File: config.mk
export PLATFORM = sky130hd
export DESIGN_NAME = nmea_sentence_framer_checker_top
export DESIGN_NICKNAME = d
export VERILOG_FILES = /design/src/rtl/nsfc_pkg.sv /design/src/rtl/nsfc_frame.sv /design/src/rtl/nsfc_outq.sv /design/src/rtl/nmea_sentence_framer_checker_top.sv
export SDC_FILE = /design/constraint.sdc
export NUM_CORES = 1
export LEC_CHECK = 0
export ABC_AREA = 1
export BUFFER_PORTS_ARGS = -buffer_cell sky130_fd_sc_hd__buf_2
export CAP_MARGIN = 20
export CORE_MARGIN = 1
export CORE_UTILIZATION = 55
export CTS_CLUSTER_SIZE = 28
export DETAILED_ROUTE_END_ITERATION = 8
export HOLD_SLACK_MARGIN = 0.05
export MAX_ROUTING_LAYER = met4
export PLACE_DENSITY = 0.87
export SLEW_MARGIN = 20
export SYNTH_ARGS = -nofsm -noshare
export SYNTH_HDL_FRONTEND = slang
export SYNTH_SLANG_ARGS = --single-unit
File: constraint.sdc
create_clock -name i_clk -period 3.1 [get_ports i_clk]
set_input_delay 0.31 -clock i_clk [delete_from_list [all_inputs] [get_ports i_clk]]
set_output_delay 0.31 -clock i_clk [all_outputs]
set_load 0.005 [all_outputs]
File: src/rtl/nsfc_pkg.sv
// Shared types, character codes and helpers for the NMEA sentence framer and checker.
`default_nettype none
package nsfc_pkg;

    localparam int LENGTH_BITS_DEF = 10;
    localparam int CAP_W           = 10;
    localparam int LIMIT_W         = 6;
    localparam int CFG_DATA_W      = 10;
    localparam int CFG_INDEX_W     = 1;
    localparam int OUT_LEN_W       = 10;

    localparam logic [CAP_W-1:0]   CAP_RESET   = 10'd159;
    localparam logic [LIMIT_W-1:0] LIMIT_RESET = 6'd24;

    localparam logic [CFG_INDEX_W-1:0] REG_LINE_CAPACITY = 1'd0;
    localparam logic [CFG_INDEX_W-1:0] REG_FIELD_LIMIT   = 1'd1;

    localparam logic [7:0] CH_DOLLAR = 8'h24;
    localparam logic [7:0] CH_STAR   = 8'h2A;
    localparam logic [7:0] CH_COMMA  = 8'h2C;
    localparam logic [7:0] CH_CR     = 8'h0D;
    localparam logic [7:0] CH_LF     = 8'h0A;

    localparam logic [23:0] TAIL_GGA  = 24'h474741;
    localparam logic [23:0] TAIL_RMC  = 24'h524D43;
    localparam logic [23:0] TAIL_GSA  = 24'h475341;
    localparam logic [31:0] TAIL_PSTI = 32'h50535449;

    localparam logic [1:0] STATUS_OK       = 2'd0;
    localparam logic [1:0] STATUS_BAD      = 2'd1;
    localparam logic [1:0] STATUS_OVERFLOW = 2'd2;

    localparam logic [2:0] KIND_OTHER = 3'd0;
    localparam logic [2:0] KIND_GGA   = 3'd1;
    localparam logic [2:0] KIND_RMC   = 3'd2;
    localparam logic [2:0] KIND_GSA   = 3'd3;
    localparam logic [2:0] KIND_PSTI  = 3'd4;

    typedef struct packed {
        logic [1:0]           status;
        logic [2:0]           kind;
        logic [LIMIT_W-1:0]   field_count;
        logic [7:0]           checksum;
        logic [OUT_LEN_W-1:0] line_length;
    } t_result;

    // bit 4 set marks a non-hex character
    function automatic logic [4:0] hex_digit(input logic [7:0] c);
        logic [4:0] v;
        v = 5'h10;
        if (c >= 8'h30 && c <= 8'h39) v = 5'(c - 8'h30);
        else if (c >= 8'h41 && c <= 8'h46) v = 5'(c - 8'h41 + 8'd10);
        else if (c >= 8'h61 && c <= 8'h66) v = 5'(c - 8'h61 + 8'd10);
        return v;
    endfunction

endpackage
`default_nettype wire

File: src/rtl/nsfc_frame.sv
// Line state and per-byte result logic of the sentence framer.
`default_nettype none
module nsfc_frame
    import nsfc_pkg::*;
#(
    parameter int LENGTH_BITS = LENGTH_BITS_DEF
) (
    input  wire logic               i_clk,
    input  wire logic               i_rst_n,
    input  wire logic               i_accept,
    input  wire logic [7:0]         i_rx_byte,
    input  wire logic [CAP_W-1:0]   i_line_capacity,
    input  wire logic [LIMIT_W-1:0] i_field_limit,
    output logic                    o_push,
    output t_result                 o_result
);

    localparam int CW      = (LENGTH_BITS > CAP_W) ? LENGTH_BITS : CAP_W;
    localparam int OW      = (LENGTH_BITS > OUT_LEN_W) ? LENGTH_BITS : OUT_LEN_W;
    localparam int LEN_MAX = (1 << LENGTH_BITS) - 1;

    typedef struct packed {
        logic                   in_line;
        logic [LENGTH_BITS-1:0] held;
        logic [7:0]             xor_acc;
        logic                   star_seen;
        logic [1:0]             digits;
        logic [8:0]             rcv;
        logic                   id_done;
        logic [2:0]             id_len;
        logic [31:0]            id_tail;
        logic [LIMIT_W-1:0]     commas;
    } t_line;

    t_line r_line, n_line;

    logic [CW-1:0]      cap_w;
    logic [CW-1:0]      held_w;
    logic [OW-1:0]      len_w;
    logic [LIMIT_W-1:0] limit_eff;
    logic [LIMIT_W:0]   fc_raw;
    logic [LIMIT_W-1:0] fc;
    logic [4:0]         hv;
    logic               ok;
    logic [2:0]         kind;

    always_comb begin
        cap_w = CW'(i_line_capacity);
        if (cap_w > CW'(LEN_MAX)) begin
            cap_w = CW'(LEN_MAX);
        end
        held_w    = CW'(r_line.held);
        len_w     = OW'(r_line.held);
        limit_eff = (i_field_limit == '0) ? LIMIT_W'(1) : i_field_limit;
        fc_raw    = {1'b0, r_line.commas} + (LIMIT_W+1)'(1);
        fc        = (fc_raw > {1'b0, limit_eff}) ? limit_eff : fc_raw[LIMIT_W-1:0];
        hv        = hex_digit(i_rx_byte);
        ok = r_line.star_seen && r_line.digits == 2'd2 && !r_line.rcv[8] &&
             r_line.rcv[7:0] == r_line.xor_acc;
        kind = KIND_OTHER;
        if (r_line.id_len >= 3'd3 && r_line.id_tail[23:0] == TAIL_GGA) kind = KIND_GGA;
        else if (r_line.id_len >= 3'd3 && r_line.id_tail[23:0] == TAIL_RMC) kind = KIND_RMC;
        else if (r_line.id_len >= 3'd3 && r_line.id_tail[23:0] == TAIL_GSA) kind = KIND_GSA;
        else if (r_line.id_len == 3'd4 && r_line.id_tail == TAIL_PSTI) kind = KIND_PSTI;

        o_result.status      = STATUS_OK;
        o_result.kind        = KIND_OTHER;
        o_result.field_count = fc;
        o_result.checksum    = r_line.xor_acc;
        o_result.line_length = len_w[OUT_LEN_W-1:0];
        o_push = 1'b0;
        n_line = r_line;

        case (i_rx_byte)
            CH_DOLLAR: begin
                n_line         = '0;
                n_line.in_line = 1'b1;
                n_line.held    = LENGTH_BITS'(1);
            end
            CH_CR: begin
            end
            CH_LF: begin
                if (r_line.in_line) begin
                    o_push = 1'b1;
                    if (ok) begin
                        o_result.kind = kind;
                    end else begin
                        o_result.status = STATUS_BAD;
                    end
                    n_line = '0;
                end
            end
            default: begin
                if (r_line.in_line) begin
                    if (held_w >= cap_w) begin
                        o_push          = 1'b1;
                        o_result.status = STATUS_OVERFLOW;
                        n_line          = '0;
                    end else begin
                        n_line.held = r_line.held + LENGTH_BITS'(1);
                        if (!r_line.star_seen) begin
                            if (i_rx_byte == CH_STAR) begin
                                n_line.star_seen = 1'b1;
                                n_line.id_done   = 1'b1;
                            end else begin
                                n_line.xor_acc = r_line.xor_acc ^ i_rx_byte;
                                if (i_rx_byte == CH_COMMA && r_line.commas != '1) begin
                                    n_line.commas = r_line.commas + LIMIT_W'(1);
                                end
                                if (!r_line.id_done) begin
                                    if (i_rx_byte == CH_COMMA && limit_eff >= LIMIT_W'(2)) begin
                                        n_line.id_done = 1'b1;
                                    end else begin
                                        n_line.id_tail = {r_line.id_tail[23:0], i_rx_byte};
                                        if (r_line.id_len != 3'd7) begin
                                            n_line.id_len = r_line.id_len + 3'd1;
                                        end
                                    end
                                end
                            end
                        end else if (r_line.digits != 2'd2) begin
                            n_line.rcv    = {r_line.rcv[8] | hv[4], r_line.rcv[3:0], hv[3:0]};
                            n_line.digits = r_line.digits + 2'd1;
                        end
                    end
                end
            end
        endcase
    end

    always_ff @(posedge i_clk) begin
        if (!i_rst_n) begin
            r_line <= '0;
        end else if (i_accept) begin
            r_line <= n_line;
        end
    end

endmodule
`default_nettype wire

File: src/rtl/nsfc_outq.sv
// Two-entry result queue: output register plus skid slot.
`default_nettype none
module nsfc_outq
    import nsfc_pkg::*;
(
    input  wire logic    i_clk,
    input  wire logic    i_rst_n,
    input  wire logic    i_push,
    input  t_result      i_result,
    input  wire logic    i_out_stall,
    output logic         o_full,
    output logic         o_valid,
    output t_result      o_result
);

    logic    r_out_v, r_skid_v;
    t_result r_out, r_skid;
    logic    pop;

    assign pop      = r_out_v && !i_out_stall;
    assign o_full   = r_skid_v;
    assign o_valid  = r_out_v;
    assign o_result = r_out;

    always_ff @(posedge i_clk) begin
        if (!i_rst_n) begin
            r_out_v  <= 1'b0;
            r_skid_v <= 1'b0;
        end else if (pop) begin
            if (r_skid_v) begin
                r_skid_v <= 1'b0;
            end else begin
                r_out_v <= i_push;
            end
        end else if (!r_out_v) begin
            r_out_v <= i_push;
        end else if (i_push) begin
            r_skid_v <= 1'b1;
        end
    end

    always_ff @(posedge i_clk) begin
        if (pop && r_skid_v) begin
            r_out <= r_skid;
        end else if ((pop || !r_out_v) && i_push) begin
            r_out <= i_result;
        end
        if (r_out_v && !pop && i_push) begin
            r_skid <= i_result;
        end
    end

endmodule
`default_nettype wire

File: src/rtl/nmea_sentence_framer_checker_top.sv
// Top level of the NMEA sentence framer and checker.
// One received byte is taken every clock cycle while o_rx_stall is low; the line state (length, running XOR,
// checksum digits, sentence id tail, comma count) is updated by combinational next-state logic, and a
// result for a newline or an overflowing byte is registered at the edge that takes the byte
// and offered from the next cycle if no earlier result waits. Results leave through a two-entry queue, so bytes keep
// flowing while one result waits; o_rx_stall rises only when both entries are held.
// Configuration takes effect on the next byte; the user must write it only while idle; the block does not check.
`default_nettype none
module nmea_sentence_framer_checker_top
    import nsfc_pkg::*;
#(
    parameter int LENGTH_BITS = LENGTH_BITS_DEF
) (
    input  wire logic                   i_clk,
    input  wire logic                   i_rst_n,
    input  wire logic                   i_cfg_we,
    input  wire logic [CFG_INDEX_W-1:0] i_cfg_index,
    input  wire logic [CFG_DATA_W-1:0]  i_cfg_data,
    input  wire logic                   i_rx_valid,
    output logic                        o_rx_stall,
    input  wire logic [7:0]             i_rx_byte,
    output logic                        o_res_valid,
    input  wire logic                   i_res_stall,
    output logic [1:0]                  o_status,
    output logic [2:0]                  o_sentence_kind,
    output logic [LIMIT_W-1:0]          o_field_count,
    output logic [7:0]                  o_computed_checksum,
    output logic [OUT_LEN_W-1:0]        o_line_length
);

    logic [CAP_W-1:0]   r_line_capacity;
    logic [LIMIT_W-1:0] r_field_limit;
    logic               accept;
    logic               push;
    logic               full;
    t_result            res_new;
    t_result            res_out;

    always_ff @(posedge i_clk) begin
        if (!i_rst_n) begin
            r_line_capacity <= CAP_RESET;
            r_field_limit   <= LIMIT_RESET;
        end else if (i_cfg_we) begin
            unique case (i_cfg_index)
                REG_LINE_CAPACITY: r_line_capacity <= i_cfg_data[CAP_W-1:0];
                REG_FIELD_LIMIT:   r_field_limit   <= i_cfg_data[LIMIT_W-1:0];
                default: begin
                end
            endcase
        end
    end

    assign o_rx_stall = full;
    assign accept     = i_rx_valid && !full;

    nsfc_frame #(
        .LENGTH_BITS(LENGTH_BITS)
    ) u_frame (
        .i_clk          (i_clk),
        .i_rst_n        (i_rst_n),
        .i_accept       (accept),
        .i_rx_byte      (i_rx_byte),
        .i_line_capacity(r_line_capacity),
        .i_field_limit  (r_field_limit),
        .o_push         (push),
        .o_result       (res_new)
    );

    nsfc_outq u_outq (
        .i_clk      (i_clk),
        .i_rst_n    (i_rst_n),
        .i_push     (push && accept),
        .i_result   (res_new),
        .i_out_stall(i_res_stall),
        .o_full     (full),
        .o_valid    (o_res_valid),
        .o_result   (res_out)
    );

    assign o_status            = res_out.status;
    assign o_sentence_kind     = res_out.kind;
    assign o_field_count       = res_out.field_count;
    assign o_computed_checksum = res_out.checksum;
    assign o_line_length       = res_out.line_length;

    a_stall_has_result: assert property (@(posedge i_clk) disable iff (!i_rst_n)
        o_rx_stall |-> o_res_valid)
        else $error("input stalled with no result pending");

    a_status_code: assert property (@(posedge i_clk) disable iff (!i_rst_n)
        o_res_valid |-> o_status != 2'd3)
        else $error("undefined status code");

    a_kind_on_error: assert property (@(posedge i_clk) disable iff (!i_rst_n)
        (o_res_valid && o_status != STATUS_OK) |-> o_sentence_kind == KIND_OTHER)
        else $error("sentence kind set on a failed line");

    a_field_count: assert property (@(posedge i_clk) disable iff (!i_rst_n)
        o_res_valid |-> (o_field_count != '0 &&
                         (o_field_count <= r_field_limit || r_field_limit == '0)))
        else $error("field count out of range");

endmodule
`default_nettype wire

Yosys cells after proc, flatten, opt, wreduce, memory -nomap -nowiden

Index checks and enable logic that the tools add are counted.

Register bits after elaboration: 149
Input port bits: 24
Output and inout port bits: 31
Logic and storage cells: 160

Add/sub/neg operators: 10
$lt $le $gt $ge: 11
Equal/unequal tests: 21
Muxes and demuxes: 44
Bitwise gates (word level): 5
Reductions and logical operators: 45

Operator list:

| cell                                                  | number |
|---|---|
| one-hot mux 73 bit (3 select lines)                   | 1 |
| 2-to-1 mux 72 bit                                     | 2 |
| 2-to-1 mux 73 bit                                     | 1 |
| equality test 24 x 23 -> 1 bit, second input constant | 3 |
| 2-to-1 mux 29 bit                                     | 2 |
| 2-to-1 mux 42 bit                                     | 1 |
| 2-to-1 mux 41 bit                                     | 1 |
| 2-to-1 mux 36 bit                                     | 1 |
| 2-to-1 mux 35 bit                                     | 1 |
| equality test 32 x 31 -> 1 bit, second input constant | 1 |
| equality test 8 x 6 -> 1 bit, second input constant   | 3 |
| 2-to-1 mux 11 bit                                     | 2 |
| 2-to-1 mux 3 bit                                      | 7 |
| 2-to-1 mux 5 bit                                      | 4 |
| logical AND 1 bit                                     | 19 |
| 2-to-1 mux 6 bit                                      | 3 |
| equality test 8 x 4 -> 1 bit, second input constant   | 2 |
| >= comparator 8 x 7 -> 1 bit, second input constant   | 2 |
| <= comparator 8 x 7 -> 1 bit, second input constant   | 2 |
| nonzero test 4 bit                                    | 4 |
| AND reduction 6 bit                                   | 2 |
| 2-to-1 mux 1 bit                                      | 11 |
| adder 10 x 1 -> 10 bit, second input constant         | 1 |
| adder 5 x 4 -> 5 bit, second input constant           | 2 |
| other kinds (42)                                      | 58 |

Longest topological paths before layout

Gate-level depths: netlist of run 1.

Depth in word-level cells: 11
Depth in mapped cells: 17

Cells and area by module

Synthesis of run 1 repeated with hierarchy kept, for this count alone.

Cells, all modules: 1,051
Area, all modules: 8,110.3 um2

Modules (own cells, without submodules):

| module                           | times used | cells an instance | area an instance (um2) | sequential area each (um2) |
|---|---|---|---|---|
| nsfc_frame                       | 1          | 800               | 5,097.4                | 1,461.4 |
| nsfc_outq                        | 1          | 167               | 2,357.3                | 1,781.7 |
| nmea_sentence_framer_checker_top | 1          | 84                | 655.6                  | 320.3 |

Least setup slack after synthesis of run 1

No wires, ideal clock.

Path type: register to register
From: register u_frame.r_line, in the netlist u_frame.held_w[9]
To: register u_outq.r_skid[0] (netlist bit) (enable)
Arrival: 2.673 ns
Data required time: 2.685 ns
Path slack: 0.012 ns
Cell stages (with the launch flop): 10
Buffers on the path: 0
Cell sequence: dfxtp_1 -> ha_1 -> nand2_1 -> nor2_1 -> nand3_1 -> nand3_1 -> nand3_1 -> nand2_1 -> nand2_1 -> nor2_1

Cells in the longest elaborated chain, start to end: 6

Ends and longest elaborated chain:

| what                               | line                                   | source |
|---|---|---|
| start: declaration                 | nsfc_frame.sv:35                       | `t_line r_line, n_line;` |
| start signal: assignment           | nsfc_frame.sv:135                      | `r_line <= n_line;` |
| >= comparator 10 bit               | nsfc_frame.sv:95                       | `if (held_w >= cap_w) begin` |
| 2-to-1 mux 1 bit                   | nsfc_frame.sv:95                       |  |
| 2-to-1 mux 1 bit                   | nsfc_frame.sv:94                       | `if (r_line.in_line) begin` |
| one-hot mux 1 bit (2 select lines) | nsfc_frame.sv:74                       | `case (i_rx_byte)` |
| logical AND 1 bit                  | nmea_sentence_framer_checker_top.sv:72 | `.i_push (push && accept),` |
| logical AND 1 bit                  | nsfc_outq.sv:48                        | `if (r_out_v && !pop && i_push) begin` |
| end signal: assignment             | nsfc_outq.sv:49                        | `r_skid <= i_result;` |
| end: declaration                   | nsfc_outq.sv:17                        | `t_result r_out, r_skid;` |

Every way passes these cells.
A chain may end at the register's enable or synchronous reset.

Worst setup path after layout of run 1

From: register u_frame.r_line, in the netlist u_frame.held_w[0]
To: register u_outq.r_out, in the netlist u_outq.o_result[0] (enable)

Cells in the longest elaborated chain, start to end: 7

Ends and longest elaborated chain:

| what                                | line                                   | source |
|---|---|---|
| >= comparator 10 bit                | nsfc_frame.sv:95                       |  |
| 2-to-1 mux 1 bit                    | nsfc_frame.sv:95                       |  |
| 2-to-1 mux 1 bit                    | nsfc_frame.sv:94                       |  |
| one-hot mux 1 bit (2 select lines)  | nsfc_frame.sv:74                       |  |
| logical AND 1 bit                   | nmea_sentence_framer_checker_top.sv:72 |  |
| logical AND 1 bit                   | nsfc_outq.sv:45                        | `end else if ((pop \|\| !r_out_v) && i_push) begin` |
| nonzero test 2 bit (no source line) | n/a                                    |  |
| end signal: assignment              | nsfc_outq.sv:44                        | `r_out <= r_skid;` |
| end signal: assignment              | nsfc_outq.sv:46                        | `r_out <= i_result;` |
| end: declaration                    | nsfc_outq.sv:17                        |  |

Every way passes these cells.

==> results by group, run 1 <==
Global route
  • First-pass GRT wire length: 28200 microns
  • Largest net degree at the start of global routing: 52
  • Vias in the first global route: 5916
  • Initial antenna violation count: 0
  • Total gr overflow: 0
  • Total GRT Usage: 26.3%

Critical path
  • Kind of critical path: register to register
  • Crit. Startpoint: u_frame.held_w[0]
  • Startpoint Class: register
  • Slowest Stage Delay on Critical Path: 0.45 ns
  • Worst EP arrival: 2.75 ns
  • CP max stage cell: dfxtp_1
  • Crit-path max FO: 29
  • R2r startpoint: u_frame.held_w[0]
  • R2r worst-path depth: 11
  • Worst R2R End: u_outq.o_result[0]
  • CP Capture Point: u_outq.o_result[0]
  • Crit path cell chain: inv_1 -> ha_1 -> nand2_1 -> nand3_1 -> nand3_1 -> nand3_1 -> nand3_1 -> nand2_1 -> nand3_1 -> nand2_1 -> buf_4
  • Most used cell along the critical path: nand3_1
  • Reg-to-reg slack, setup: 0.43 ns
  • CP Data Required Time: 3.19 ns
  • Worst Setup End Kind: register

Timing
  • Fin Setup TNS: 0 ns
  • Worst Skew: 0.00865 ns
  • Final worst slack: 0.434 ns
  • Hold slack final: 0.0923 ns
  • Tcrit/Tclk final: 86.0%
  • Post-layout min period: 2.67 ns
  • RSZ-0062 raised after global routing: no
  • Final setup viols: 0
  • Max-slew violations: 0
  • Worst Tran Pin Value: 0.607 ns
  • Max Freq: 0.375 GHz
  • Worst slew margin relative to its limit: 59.3%
  • Hold Fails Final Rpt: 0

Clock network
  • Post-cts resize count: 0
  • Clk_lat worst skew: 0.43 ns
  • H-tree depth: 4
  • Sinks on Clock Net: 149
  • CTS Hold Bufs: 0
  • CTS tree: built
  • Num CTS Buffers: 17
  • Worst-path clk slew: 0.06 ns
  • CTS Buffer Depth: 2
  • Clock root cell: clkbuf_16
  • Post-CTS Setup Repair Bufs: 0

Floorplanning
  • Placement Rows: 42
  • Die height: 118 microns
  • Starting Density: 56.2%
  • Core ar.: 13200 sq um
  • Die W: 118 microns
  • Die Area: 14000 sq um
  • Io pins: 55

Cells and area
  • Final nets: 1061
  • Most frequent cells in the layout: 197 x nand2_1, 145 x nor2_1, 118 x inv_1
  • Flip-flop and latch area: 3560 sq um
  • FILL cells: 1138
  • Area delta synth->final: 13.2%
  • Multi-input gate area: 3240 sq um
  • Commonest non-fill, non-tap cell in the layout: nand2_1
  • Fin area: 8430 sq um
  • Antenna Cells: 0
  • Ratio of cells with drive above 1 in the final layout: 12.3%

Pwr
  • Sequential share of power: 47.8%
  • P_leak: 3.68 nW
  • PnR Total Power: 0.00439 W
  • Power density over the cells: 520 nW/um^2
  • Switch share: 24.1%
  • Combinational share of power: 6.6%
  • Worst vdd ir: 0.408 mV
  • Cell-internal power: 0.00333 W
  • Psw: 0.00106 W
  • Clock power share: 45.6%

Logic synthesis
  • Top cell type's share of synthesized area: 24.5%
  • Mapped Nets: 1009
  • Async SR Flop Fraction: 0%
  • Register area share after synthesis: 47.9%
  • Post-Syn Area: 7440 sq um
  • Area leader, netlist: dfxtp_1
  • Top cells by area, synth: dfxtp_1 24%, edfxtp_1 23%, nand2_1 9.9%, nor2_1 7.4%, inv_1 6.0%
  • Synthesized flop and latch total: 149
  • Synth Instances: 958
  • EDFF count, synth: 58
  • Synth Warn #: 0
  • Synth unique cells: 42
  • Synthesized area per cell: 7.77 sq um
  • Most used DFF post-synth: dfxtp_1

Route
  • WL final: 17200 microns
  • DR vias: 6429
  • DR iter-0 viols: 620
  • Avg WL per Cell: 14.3 microns
  • DRT Pass-1 Iters: 6
  • ANT nets after route: 0
  • Post-DR vias/cell: 5.36
  • DRC viols: 0

Placed design
  • RePlAce Congestion: 0.919
  • Dpl cell area: 7860 sq um
  • Placement Setup Slack: 0.472 ns
  • IO Port Bufs: 54
  • DP HPWL: 11700 microns

Flow run
  • Maxcap violations: 0

Min path
  • Hold Path Class: input port to register

Run status
  • Status: completed
==> kinds of logic after synthesis <==
group | Yosys count | share of synthesized area [%]
buf+inv | 161 | 8.59
flops | 149 | 47.9
simple gates | 446 | 25.6
xor+xnor | 15 | 1.77
fa+ha+maj | 27 | 4.54
compound gates | 160 | 11.6
==> per-stage QoR <==
step / util [%] / std cells
floorplan: - / 958
global placement: 59.3 / 1167
detailed placement: 59.3 / 1167
CTS: 63.6 / 1199
global route: 63.6 / 1199
finish: 63.6 / 1199
==> per-layer routing <==
metal | up-vias | track usage, % | wire [microns]
li1 | 3213 | - | -
met1 | 2931 | 32.4 | 7410
met2 | 244 | 42.3 | 8130
met3 | 41 | 6.61 | 1300
met4 | 0 | 8.57 | 351
met5 | - | - | 0
==> critical path, delay by kind of cell (launching register included) <==
family / cells / cell delay, ns
buffers and inverters: 2 / 0.51
and+or+nand+nor: 8 / 1.04
adders and majority gates: 1 / 0.29
DFF: 1 / 0.45
==> power by group through the flow <==
stage | clock [W] | sequential [W] | combinational (W)
after floorplan | 0 | 0.00213 | 0.000210
after global placement | 0 | 0.00214 | 0.000274
after detailed placement | 0 | 0.00214 | 0.000281
after CTS | 0.00201 | 0.00209 | 0.000286
after global routing | 0.00209 | 0.00210 | 0.000329
final | 0.00200 | 0.00210 | 0.000290
==> Yosys cell counts, drive strengths merged (8+ instances only) <==
cell type and instances:
nand2 204, nor2 156, inv 130, dfxtp 91, o21ai 88, edfxtp 58, a21oi 49, nand3 43
ha 27, nand4 16, clkbuf 15, nor3 15, buf 14, xor2 11, a31oi 8, o211ai 8
==> flip-flops by register name (all words and copies together) (netlist names) <==
name	cells
u_outq.r_skid	29
r_field_limit	6
u_outq.o_result	29
u_frame.r_line	55
r_line_capacity	10
u_frame.o_result	8
u_outq.o_valid	1
u_outq.o_full	1
u_frame.held_w	10
==> layout make-up <==
cell class / count / area share (%)
well taps: 176 / 2.61
inverters: 132 / 5.94
clock buffers: 21 / 5.60
flip-flops and latches: 149 / 42.3
multi-input cells: 648 / 38.5
clock inverters: 11 / 1.14
repair buffers: 62 / 3.92
==> worst min path at each step <==
stage                              start                  to  slack (ns)  cells after the start
floorplan             r_line_capacity[0]  r_line_capacity[0]        0.43                      2
global placement    u_frame.o_result[16]   u_outq.r_skid[16]        0.45                      0
detailed placement    u_frame.r_line[50]  u_frame.r_line[50]        0.45                      2
CTS                        i_cfg_data[7]  r_line_capacity[7]        0.09                      3
global route               i_cfg_data[7]  r_line_capacity[7]        0.14                      3
finish                     i_cfg_data[7]  r_line_capacity[7]        0.09                      3
No activity file was read; power rests on OpenSTA's default activity.
==> run 2: changes to the inputs <==
- RECOVER_POWER: not set -> 100
==> run 2 against run 1 <==
  * The run now ends with max-capacitance violations, max-slew violations left
  * Fmax down 4.6%
  * Setup slack got worse by 0.13 ns
  * Non-clock buffer count unchanged
  * Largest cell class unchanged
  * Largest power group unchanged
==> results by group, run 2 (synthesis results as in run 1) <==
Run status
  • Status: finished with violations (was completed)
  • Failing checks: max-capacitance violations, max-slew violations

Cells and area
  • Commonest non-fill, non-tap cell in the layout: nand2_1 (unchanged)
  • Post-route insts no fill: 1199 (unchanged)
  • Max FFs per register: 55 (unchanged)
  • Most frequent cells in the layout: 197 x nand2_1, 151 x nor2_1, 118 x inv_1 (was 197 x nand2_1, 145 x nor2_1, 118 x inv_1)
  • Ratio of cells with drive above 1 in the final layout: 10.6% (was 12.3%)
  • Area delta synth->final: 12.7% (was 13.2%)
  • Final nets: 1061 (unchanged)
  • Register name with the most flops: u_frame.r_line (unchanged)
  • Fin area: 8390 sq um (was 8430 sq um)
  • Antenna Cells: 0 (unchanged)

Critical path
  • Kind of critical path: register to register (unchanged)
  • Crit-path max FO: 19 (was 29)
  • Crit path cell chain: inv_1 -> ha_1 -> nand2_1 -> nand3_1 -> nand3_1 -> nand3_1 -> nand3_1 -> nand2_1 -> nand2_1 -> nor2_1 -> clkbuf_2 (was inv_1 -> ha_1 -> nand2_1 -> nand3_1 -> nand3_1 -> nand3_1 -> nand3_1 -> nand2_1 -> nand3_1 -> nand2_1 -> buf_4)
  • Most used cell along the critical path: nand3_1 (unchanged)
  • CP Data Required Time: 3.16 ns (was 3.19 ns)
  • Startpoint Class: register (unchanged)
  • R2r startpoint: u_frame.held_w[0] (unchanged)
  • CP max stage cell: clkbuf_2 (was dfxtp_1)
  • Worst Setup End Kind: register (unchanged)
  • Worst R2R End: u_outq.r_skid[12] (was u_outq.o_result[0])
  • Crit-path leading delay family: simple AND/OR/NAND/NOR gates (unchanged)
  • WP buf/inv: 2 (unchanged)
  • Reg-to-reg slack, setup: 0.31 ns (was 0.43 ns)
  • R2r worst-path depth: 11 (unchanged)
  • Slowest Stage Delay on Critical Path: 0.47 ns (was 0.45 ns)
  • Worst EP arrival: 2.86 ns (was 2.75 ns)

Pwr
  • P_leak: 3.64 nW (was 3.68 nW)
  • Clock power share: 45.6% (about the same)
  • Combinational share of power: 6.6% (about the same)
  • Power density over the cells: 523 nW/um^2 (was 520 nW/um^2)
  • Psw: 0.00106 W (about the same)
  • Cell-internal power: 0.00333 W (about the same)
  • Sequential share of power: 47.8% (about the same)
  • Worst vdd ir: 0.403 mV (was 0.408 mV)
  • Switch share: 24.1% (about the same)

Floorplanning
  • Die height: 118 microns (unchanged)
  • Placement Rows: 42 (unchanged)
  • Core ar.: 13200 sq um (unchanged)
  • Starting Density: 56.2% (unchanged)
  • Io pins: 55 (unchanged)
  • Die W: 118 microns (unchanged)
  • Die Area: 14000 sq um (unchanged)

Clock network
  • CTS tree: built (unchanged)
  • Sinks on Clock Net: 149 (unchanged)
  • Clock root cell: clkbuf_16 (unchanged)
  • CTS Buffer Depth: 2 (unchanged)
  • CTS Hold Bufs: 0 (unchanged)
  • Post-CTS Setup Repair Bufs: 0 (unchanged)
  • Clk_lat worst skew: 0.43 ns (about the same)
  • Num CTS Buffers: 17 (unchanged)
  • H-tree depth: 4 (unchanged)
  • Post-cts resize count: 0 (unchanged)
  • Worst-path clk slew: 0.06 ns (about the same)

Route
  • ANT nets after route: 0 (unchanged)
  • DR vias: 6443 (was 6429)
  • WL final: 17200 microns (about the same)
  • Post-DR vias/cell: 5.37 (was 5.36)
  • DRC viols: 0 (unchanged)
  • DRT Pass-1 Iters: 6 (unchanged)
  • DR iter-0 viols: 564 (was 620)
  • Avg WL per Cell: 14.4 microns (was 14.3 microns)

Timing
  • Worst slew margin relative to its limit: -18.2% (was 59.3%)
  • Worst Tran Pin Value: 1.77 ns (was 0.607 ns)
  • Fin Setup TNS: 0 ns (unchanged)
  • Final setup viols: 0 (unchanged)
  • Tcrit/Tclk final: 90.1% (was 86.0%)
  • Hold Fails Final Rpt: 0 (unchanged)
  • Worst Skew: 0.00791 ns (was 0.00865 ns)
  • RSZ-0062 raised after global routing: no (unchanged)
  • Max-slew violations: 44 (was 0)
  • Post-layout min period: 2.79 ns (was 2.67 ns)
  • Max Freq: 0.358 GHz (was 0.375 GHz)
  • Final worst slack: 0.306 ns (was 0.434 ns)

Global route
  • First-pass GRT wire length: 28200 microns (unchanged)
  • Largest net degree at the start of global routing: 52 (unchanged)
  • Total gr overflow: 0 (unchanged)
  • Total GRT Usage: 26.3% (unchanged)
  • Initial antenna violation count: 0 (unchanged)
  • Vias in the first global route: 5916 (unchanged)

Placed design
  • Placement Setup Slack: 0.472 ns (unchanged)
  • IO Port Bufs: 54 (unchanged)
  • RePlAce Congestion: 0.919 (unchanged)
  • Dpl cell area: 7860 sq um (unchanged)
  • Dpl cells: 1167 (unchanged)
  • DP HPWL: 11700 microns (unchanged)

Flow run
  • Maxcap violations: 1 (was 0)

Min path
  • Hold Path Stages: 3 (unchanged)
  • Hold path startpoint: i_cfg_data[7] (unchanged)
  • Worst hold endpoint: r_line_capacity[7] (unchanged)
  • Hold Path Class: input port to register (unchanged)
==> run 2: per-stage QoR <==
step / hold WS [ns] / utilization, % / total power, W
6_report: 0.0958 / 63.3 / 0.00439
5_1_grt: 0.137 / 63.3 / 0.00452
4_1_cts: 0.0900 / 63.6 / 0.00439
3_5_place_dp: 0.453 / 59.3 / 0.00242
3_3_place_gp: 0.449 / 59.3 / 0.00241
2_1_floorplan: 0.427 / - / 0.00234
==> run 2: worst max-delay path by stage <==
stage	startpoint	endpoint	slack [ns]	cells past startpoint
detailed placement	u_frame.held_w[0]	u_outq.o_result[1]	0.47	11
global placement	u_frame.held_w[0]	u_outq.o_result[1]	0.50	11
finish	u_frame.held_w[0]	u_outq.r_skid[12]	0.31	11
floorplan	u_frame.held_w[9]	u_outq.r_skid[0]	0.01	9
CTS	u_frame.held_w[0]	u_outq.o_result[1]	0.45	11
global route	u_outq.o_valid	u_outq.o_result[2]	0.13	6
==> run 2: power groups by stage <==
| stage | Sequential [W] | Combinational, W | Clock [W] |
|---|---|---|---|
| 3_5_place_dp | 0.00214 | 0.000281 | 0 |
| 6_report | 0.00210 | 0.000288 | 0.00200 |
| 3_3_place_gp | 0.00214 | 0.000274 | 0 |
| 4_1_cts | 0.00209 | 0.000286 | 0.00201 |
| 2_1_floorplan | 0.00213 | 0.000210 | 0 |
| 5_1_grt | 0.00210 | 0.000327 | 0.00209 |
==> run 2: area by class of cell <==
type	count	area (sq um)
repair buffers	62	314
well taps	176	220
clock buffers	21	472
multi-input cells	648	3220
fillers	1152	4860
inverters	132	500
clock inverters	11	96.3
flip-flops and latches	149	3560
==> run 2: worst register-to-register path, stage by stage, from the launching register on <==
cell	delay [ns]
dfxtp_1	0.46
inv_1	0.13
ha_1	0.29
nand2_1	0.05
nand3_1	0.09
nand3_1	0.09
nand3_1	0.28
nand3_1	0.20
nand2_1	0.14
nand2_1	0.08
nor2_1	0.14
clkbuf_2	0.47
==> run 2: layer usage <==
| metal | track usage (%) | vias up | share of wire (%) |
|---|---|---|---|
| met1 | 32.4 | 2943 | 43 |
| met5 | - | - | 0 |
| met3 | 6.61 | 32 | 7.9 |
| met2 | 42.3 | 253 | 47 |
| li1 | - | 3215 | - |
| met4 | 8.57 | 0 | 1.5 |
==> run 3: changes to the inputs <==
- CELL_PAD_IN_SITES_DETAIL_PLACEMENT: not set -> 0
- CELL_PAD_IN_SITES_GLOBAL_PLACEMENT: not set -> 1
- CORE_UTILIZATION: 55 -> 41
- CTS_CLUSTER_DIAMETER: not set -> 50
- GPL_TIMING_DRIVEN: not set -> 0
==> run 3 against run 2 <==
  * The run now ends clean
  * Power is 3.6% higher
  * Hold slack better by 0.0036 ns
  * Critical path type unchanged
  * Sequential share of layout area fell by 0.92 points
==> results by group, run 3 (synthesis results as in run 1) <==
Cells and area
  • Multi-input gate area: 3230 sq um (was 3220 sq um)
  • Max FFs per register: 55 (unchanged)
  • Register name with the most flops: u_frame.r_line (unchanged)
  • Final nets: 1081 (was 1061)
  • Commonest non-fill, non-tap cell in the layout: nand2_1 (unchanged)
  • Ratio of cells with drive above 1 in the final layout: 8.92% (was 10.6%)
  • Post-route insts no fill: 1268 (was 1199)
  • Antenna Cells: 0 (unchanged)
  • Fin area: 8570 sq um (was 8390 sq um)
  • Flip-flop and latch area: 3560 sq um (unchanged)
  • Most frequent cells in the layout: 197 x nand2_1, 150 x nor2_1, 119 x inv_1 (was 197 x nand2_1, 151 x nor2_1, 118 x inv_1)
  • FILL cells: 1742 (was 1152)
  • Area delta synth->final: 15.2% (was 12.7%)

Timing
  • RSZ-0062 raised after global routing: no (unchanged)
  • Post-layout min period: 2.81 ns (was 2.79 ns)
  • Max Freq: 0.356 GHz (was 0.358 GHz)
  • Final worst slack: 0.294 ns (was 0.306 ns)
  • Final setup viols: 0 (unchanged)
  • Worst slew margin relative to its limit: 33.0% (was -18.2%)
  • Tcrit/Tclk final: 90.5% (was 90.1%)
  • Max-slew violations: 0 (was 44)
  • Worst Skew: 0.0106 ns (was 0.00791 ns)
  • Worst Tran Pin Value: 0.995 ns (was 1.77 ns)
  • Hold Fails Final Rpt: 0 (unchanged)

Critical path
  • Worst Setup End Kind: register (unchanged)
  • CP Data Required Time: 3.42 ns (was 3.16 ns)
  • Startpoint Class: register (unchanged)
  • Crit-path max FO: 10 (was 19)
  • Worst EP arrival: 3.13 ns (was 2.86 ns)
  • Kind of critical path: register to register (unchanged)

Clock network
  • CTS Hold Bufs: 0 (unchanged)
  • Post-CTS Setup Repair Bufs: 0 (unchanged)
  • H-tree depth: 4 (unchanged)
  • CTS tree: built (unchanged)
  • Clock root cell: clkbuf_16 (unchanged)
  • Sinks on Clock Net: 149 (unchanged)
  • Num CTS Buffers: 17 (unchanged)
  • CTS Buffer Depth: 2 (unchanged)
  • Post-cts resize count: 0 (unchanged)
  • Worst-path clk slew: 0.07 ns (was 0.06 ns)
  • Clk_lat worst skew: 0.43 ns (about the same)

Global route
  • Total gr overflow: 0 (unchanged)
  • First-pass GRT wire length: 29300 microns (was 28200 microns)
  • Total GRT Usage: 21.4% (was 26.3%)
  • Largest net degree at the start of global routing: 30 (was 52)
  • Vias in the first global route: 5802 (was 5916)
  • Initial antenna violation count: 0 (unchanged)

Floorplanning
  • Placement Rows: 48 (was 42)
  • Die height: 137 microns (was 118 microns)
  • Starting Density: 42.4% (was 56.2%)
  • Die W: 137 microns (was 118 microns)
  • Die Area: 18700 sq um (was 14000 sq um)
  • Io pins: 55 (unchanged)
  • Core ar.: 17500 sq um (was 13200 sq um)

Route
  • DR iter-0 viols: 420 (was 564)
  • DR vias: 6274 (was 6443)
  • Avg WL per Cell: 14.5 microns (was 14.4 microns)
  • DRT Pass-1 Iters: 7 (was 6)
  • ANT nets after route: 0 (unchanged)
  • WL final: 18400 microns (was 17200 microns)
  • DRC viols: 0 (unchanged)
  • Post-DR vias/cell: 4.95 (was 5.37)

Placed design
  • IO Port Bufs: 52 (was 54)
  • DP HPWL: 13600 microns (was 11700 microns)
  • RePlAce Congestion: 0.903 (was 0.919)
  • Dpl cells: 1236 (was 1167)
  • Dpl cell area: 8010 sq um (was 7860 sq um)
  • Placement Setup Slack: 0.0567 ns (was 0.472 ns)

Min path
  • Hold Path Class: input port to register (unchanged)

Pwr
  • PnR Total Power: 0.00454 W (was 0.00439 W)
  • Worst vdd ir: 0.417 mV (was 0.403 mV)
  • P_leak: 3.63 nW (was 3.64 nW)
  • Power density over the cells: 530 nW/um^2 (was 523 nW/um^2)

Flow run
  • Maxcap violations: 0 (was 1)

Run status
  • Status: completed (was finished with violations)
run 3: cell type report:
class / count / share of cell area [%]
Multi-Input combinational cell: 648 / 37.7
Timing Repair Buffer: 53 / 2.92
Clock buffer: 19 / 5.17
Inverter: 132 / 5.84
Sequential cell: 149 / 41.6
Clock inverter: 13 / 2.01
Tap cell: 225 / 3.28
Buffer: 29 / 1.49
run 3: worst paths after layout:
| path | from | end | slack, ns | depth (start not counted) |
|---|---|---|---|---|
| max | u_frame.held_w[0] | u_frame.r_line[3] | 0.29 | 13 |
| min | i_cfg_data[7] | r_line_capacity[7] | 0.1 | 3 |
| min reg2reg | u_frame.r_line[50] | u_frame.r_line[50] | 0.46 | 2 |
| max reg2reg | u_frame.held_w[0] | u_frame.r_line[3] | 0.29 | 13 |
run 3: metal layers:
| metal | track usage, % | routed length, microns |
|---|---|---|
| met3 | 4.70 | 814 |
| met4 | 5.19 | 176 |
| met1 | 27.2 | 8770 |
| met5 | - | 0 |
| met2 | 34.4 | 8610 |
run 3: power breakdown:
| group | internal, W | switching [W] | leakage [nW] |
|---|---|---|---|
| registers | 0.00207 | 0.0000310 | 1.29 |
| clock network | 0.00130 | 0.000852 | 0.292 |
| logic | 0.0000938 | 0.000203 | 2.05 |
run 3: per-stage QoR:
stage          utilization, %  TNS, ns  hold slack [ns]
3_3_place_gp             45.5   -36.94            0.443
3_5_place_dp             45.7        0            0.447
6_report                 48.9        0           0.0994
4_1_cts                  49.2        0           0.0895
5_1_grt                  48.9        0            0.102
2_1_floorplan               -        0            0.427
run 3: worst max-delay path: stages (launching register included):
cell	delay, ns
dfxtp_1	0.44
inv_1	0.12
ha_1	0.30
nand2_1	0.06
nand3_1	0.07
nand3_1	0.11
nand3_1	0.34
nor2_4	0.37
o21ai_0	0.21
nand3_1	0.13
clkbuf_1	0.33
nand2_1	0.10
nand2_1	0.07
nor2_1	0.05
